[src/rtl/wpng_pkg.sv]
`default_nettype none

package wpng_pkg;

  localparam int CHANNELS_DEF = 8;

  localparam int CHAN_W   = 3;
  localparam int SAMPLE_W = 24;
  localparam int SEED_W   = 32;
  localparam int TAP_W    = 32;
  localparam int TAPS     = 8;
  localparam int TAP_IW   = 3;
  localparam int TAP_CW   = TAP_IW + 1;
  localparam int COEF_W   = 18;
  // white as seen by the filter: seed >>> 7, Q1.24
  localparam int WHITE_W  = SEED_W - 7;
  localparam int PM_W     = COEF_W + TAP_W;
  localparam int PN_W     = COEF_W + WHITE_W;
  localparam int ACC_W    = PM_W + 1;
  localparam int COEF_SHIFT = 17;
  localparam int SUM_W    = TAP_W + TAP_IW;

  localparam logic [SEED_W-1:0]        LCG_MULT   = 32'd282475249;
  localparam logic signed [COEF_W-1:0] DELAY_COEF = 18'sd15195;
  localparam logic [TAP_IW-1:0]        LAST_TAP   = 3'd7;

  typedef enum logic [1:0] {
    ST_IDLE,
    ST_SEED,
    ST_TAPS,
    ST_DONE
  } state_e;

  typedef struct packed {
    logic              vld;
    logic [TAP_IW-1:0] tap;
  } mac_ctl_t;

  function automatic logic signed [COEF_W-1:0] mem_coef(input logic [TAP_IW-1:0] t);
    logic signed [COEF_W-1:0] c;
    case (t)
      3'd0:    c = 18'sd130923;
      3'd1:    c = 18'sd130196;
      3'd2:    c = 18'sd127009;
      3'd3:    c = 18'sd113574;
      3'd4:    c = 18'sd72090;
      3'd5:    c = -18'sd99824;
      3'd6:    c = 18'sd0;
      default: c = 18'sd131071;
    endcase
    return c;
  endfunction

  function automatic logic signed [COEF_W-1:0] noise_coef(input logic [TAP_IW-1:0] t);
    logic signed [COEF_W-1:0] c;
    case (t)
      3'd0:    c = 18'sd7277;
      3'd1:    c = 18'sd9840;
      3'd2:    c = 18'sd20166;
      3'd3:    c = 18'sd40696;
      3'd4:    c = 18'sd69855;
      3'd5:    c = -18'sd2215;
      3'd6:    c = 18'sd70281;
      default: c = 18'sd0;
    endcase
    return c;
  endfunction

endpackage

`default_nettype wire

[src/rtl/wpng_tap_mac.sv]
`default_nettype none

module wpng_tap_mac (
  input  logic                                   clk_i,
  input  logic                                   rst_ni,
  input  wpng_pkg::mac_ctl_t                     ctl_i,
  input  logic signed [wpng_pkg::TAP_W-1:0]      tap_i,
  input  logic signed [wpng_pkg::WHITE_W-1:0]    white_i,
  output wpng_pkg::mac_ctl_t                     ctl_o,
  output logic signed [wpng_pkg::TAP_W-1:0]      sum_tap_o,
  output logic signed [wpng_pkg::TAP_W-1:0]      wr_tap_o
);
  import wpng_pkg::*;

  localparam int SH_W = ACC_W - COEF_SHIFT;
  localparam int DL_W = PN_W - COEF_SHIFT;

  mac_ctl_t                 ctl_q;
  logic signed [PM_W-1:0]   pm_q;
  logic signed [PN_W-1:0]   pn_q;
  logic signed [COEF_W-1:0] ncoef;
  logic signed [ACC_W-1:0]  acc;
  logic [SH_W-1:0]          sh;
  logic signed [TAP_W-1:0]  sat_tap;
  logic signed [TAP_W-1:0]  delay_tap;
  logic                     last;

  // last tap has no noise term, so its noise product slot carries white * delay coef
  assign ncoef = (ctl_i.tap == LAST_TAP) ? DELAY_COEF : noise_coef(ctl_i.tap);

  always_ff @(posedge clk_i or negedge rst_ni) begin
    if (!rst_ni) begin
      ctl_q <= '0;
    end else begin
      ctl_q <= ctl_i;
    end
  end

  always_ff @(posedge clk_i) begin
    pm_q <= mem_coef(ctl_i.tap) * tap_i;
    pn_q <= ncoef * white_i;
  end

  assign last = (ctl_q.tap == LAST_TAP);
  assign acc  = ACC_W'(pm_q) + (last ? ACC_W'(0) : ACC_W'(pn_q));
  assign sh   = acc[ACC_W-1:COEF_SHIFT];

  always_comb begin
    if (&sh[SH_W-1:TAP_W-1] || ~|sh[SH_W-1:TAP_W-1]) begin
      sat_tap = sh[TAP_W-1:0];
    end else if (sh[SH_W-1]) begin
      sat_tap = {1'b1, {(TAP_W-1){1'b0}}};
    end else begin
      sat_tap = {1'b0, {(TAP_W-1){1'b1}}};
    end
  end

  assign delay_tap = {{(TAP_W-DL_W){pn_q[PN_W-1]}}, pn_q[PN_W-1:COEF_SHIFT]};

  assign ctl_o     = ctl_q;
  assign sum_tap_o = sat_tap;
  assign wr_tap_o  = last ? delay_tap : sat_tap;

endmodule

`default_nettype wire

[config.mk]
export PLATFORM = sky130hd
export DESIGN_NAME = wpng_tap_mac
export DESIGN_NICKNAME = d
export VERILOG_FILES = /design/src/rtl/wpng_pkg.sv /design/src/rtl/wpng_tap_mac.sv
export SDC_FILE = /design/constraint.sdc
export NUM_CORES = 2
export LEC_CHECK = 0
export BUFFER_PORTS_ARGS = -buffer_cell sky130_fd_sc_hd__buf_2
export CAP_MARGIN = 20
export CORE_ASPECT_RATIO = 1.5
export CORE_MARGIN = 2
export CORE_UTILIZATION = 40
export CTS_CLUSTER_SIZE = 28
export DETAILED_ROUTE_END_ITERATION = 6
export PLACE_DENSITY = 0.64
export SYNTH_ARGS = -nofsm -noshare
export SYNTH_HDL_FRONTEND = slang
export SYNTH_SLANG_ARGS = --single-unit
[constraint.sdc]
create_clock -name clk_i -period 4.76 [get_ports clk_i]
set_clock_uncertainty 0.2 [all_clocks]
set_input_delay 0.714 -clock clk_i [delete_from_list [all_inputs] [get_ports clk_i]]
set_output_delay 0.714 -clock clk_i [all_outputs]
set_load 0.1 [all_outputs]
==> results_dict.tcl <==
set metrics [dict create \
    final_cells 7260 \
    postSynthAreaPerCell_um2 8.574 \
    maxCapViolations 0 \
    ys.flop_type "dfxtp_1" \
    hold_violations 0 \
    fillCellCount 9139 \
    critPathKind "primary input to register" \
    worst_pin_slew_ns 0.8862 \
    critPathRequiredTime_ns 4.85 \
    hold_depth 1 \
    ys_warn_count 0 \
    yosysMostFrequentCell "inv_1" \
    ant_nets 0 \
    num_vias 37237 \
    cts-root-buf "clkbuf_16" \
    die_area_um2 106800 \
    min_period_ns 7.310 \
    track_usage_pct 28.39 \
    crit_path_end_kind "register" \
    setup_slack_ns -2.550 \
    final_layout_size_suffix_gt1_share_pct 31.45 \
    slew_viol_final 0 \
    grt_pass1_wl_mm 227.1 \
    synth_area_leaders "fa_1 (48%), inv_1 (11%), ha_1 (8.3%)" \
    numCtsBuffers 9 \
    mappedNetlistNets 6195 \
    holdPathEnd "ctl_o[3]" \
    htree_num_levels 3 \
    synth_cell_types 76 \
    dpl.hpwl_mm 126.4 \
    synth_top_area_cell "fa_1" \
    crit_top_cell "fa_1" \
    routabilityCongestion 0.9948 \
    clk_pin_slew_worst_paths_ns 0.09 \
    cpMaxStageDelayCell "fa_1" \
    fin_nets 7190 \
    rows 145 \
    violations "negative setup slack" \
    fin_crit_sh_pct 153.6 \
    min_from "ctl_i[3]" \
    io_buffers 130 \
    fmax_mhz 136.8 \
    holdCritPathClass "primary input to register" \
    clock_path_buffers 2 \
    post-route-drc-count 0 \
    synth_edf_count 0 \
    cp_slowest_stage_delay_ns 0.55 \
    core_area_um2 103800 \
    syn_area_um2 41680 \
    status "finished, violations left" \
    yosys-top-cells-count "inv_1 (1271), fa_1 (994), nand2_1 (601)" \
    multi_input_area_um2 37860 \
    grt_pass1_vias 40775 \
    place_ws_ns -3.285 \
    path_max_fanout 6 \
    initial_core_util_pct 40.16 \
    startpoint_type "primary input" \
    antenna_found_initial 7 \
    num_io_pins 131 \
    drtPass1Iterations 6 \
    wl_per_cell_um 21.15 \
    synth_cells 4861 \
    cts.sinks 97 \
    synthArstFlopShare_pct 4.124 \
    slew_headroom_pct 40.70 \
    setup_viol 145 \
    die-height_um 399.3 \
    arrival_ns 7.40 \
    hold_ws_ns 0.2123 \
    ys_seq_elements 97 \
    grt.overflow.total 0 \
    die-width_um 267.6 \
    finalWirelength_mm 153.6 \
    drt_iter0_markers 2431 \
    area_delta_synth_final_pct 39.16 \
    grt_max_degree 31 \
    place_inst 7092 \
    rsz0062_at_grt "true" \
    fin_util_pct 55.89 \
    seq_area_frac_synth_pct 4.707 \
    synth_top_area_share_pct 47.75 \
    drt-vias-per-instance 5.129 \
    cts_tree "built" \
    seq_area_um2 1973 \
]
-- flip-flops by register name (all words and copies together), names as in the netlist --
register and flops:
pm_q 50, pn_q 43, ctl_o 4
-- logic make-up (layout without fill, tap and decap cells) --
group                    after synthesis  count (layout)  synth area share [%]
buffers and inverters               1495            2491                 13.62
AND/OR/NAND/NOR                     1403            1407                 15.86
adder cells (fa/ha/maj)             1271            1271                 56.06
AO/OA/AOI/OAI                        475             475                 7.220
XOR/XNOR                             118             118                 2.480
flip-flops                            97              97                 4.707
multiplexers                           2               2               0.04804
other                                  0               3                     0
-- stage by stage --
| step | setup TNS [ns] | cell area (µm²) |
|---|---|---|
| floorplan | -130.20 | 43180 |
| global placement | -218.49 | 52770 |
| detailed placement | -227.30 | 52770 |
| CTS | -180.46 | 54550 |
| global route | -203.03 | 57990 |
| finish | -182.07 | 58000 |
-- metal layers --
| layer | global-route usage [%] | vias up | routed length (µm) |
|---|---|---|---|
| li1 | - | 16436 | - |
| met1 | 30.99 | 18818 | 52680 |
| met2 | 51.16 | 1406 | 78220 |
| met3 | 3.545 | 571 | 8896 |
| met4 | 19.43 | 6 | 13730 |
| met5 | 0 | - | 43 |
-- what timing repair did --
item	CTS	global route
setup endpoints to repair	145	145
gates resized for setup	234	490
hold endpoints to repair	4	0
cloned	8	16
hold buffers	1	0
buffers inserted	40	95
pin swaps	101	266
-- worst max-delay path, delay by kind of cell --
kind            cells  cell delay, ns
buf+inv            14            1.50
compound gates      8            1.23
xor+xnor            1            0.27
simple gates        5            0.77
fa+ha+maj           7            2.91
-- final cells by class --
class                           count  area share, %
Antenna cell                        3        0.01294
Clock buffer                       10         0.4121
Clock inverter                      6         0.1251
Inverter                         1272          8.237
Multi-Input combinational cell   3273          65.29
Sequential cell                    97          3.402
Tap cell                         1396          3.012
Timing Repair Buffer             1203          19.51
-- worst max path at each step --
stage | cells after the start | slack (ns) | to | from
finish | 35 | -2.55 | pm_q[29] | ctl_i[1]
detailed placement | 29 | -3.29 | pn_q[41] | ctl_i[1]
global route | 35 | -2.71 | pm_q[29] | ctl_i[1]
floorplan | 30 | -2.31 | pm_q[46] | ctl_i[0]
CTS | 30 | -2.40 | pn_q[36] | ctl_i[1]
global placement | 29 | -3.25 | pn_q[39] | ctl_i[1]
-- layout by cell type (no fill, tap or decap), types with 31 or more instances in the layout --
cell and n:
o21ai_0 32, and3_1 126, a21oi_1 75, and2_1 148, ha_1 205, buf_12 138
ha_4 68, buf_4 904, a21oi_2 51, buf_2 63, a21o_1 60, nand3_1 110
dfxtp_1 93, xnor2_1 72, nor2_1 185, nand2b_4 31, fa_1 946, inv_1 1206
inv_2 65, buf_6 67, nand2_2 31, a21oi_4 41, nand2_1 546, fa_2 48
Power is not shown: default switching activity piles up to over one toggle a cycle in this logic, so the estimate is an artifact.
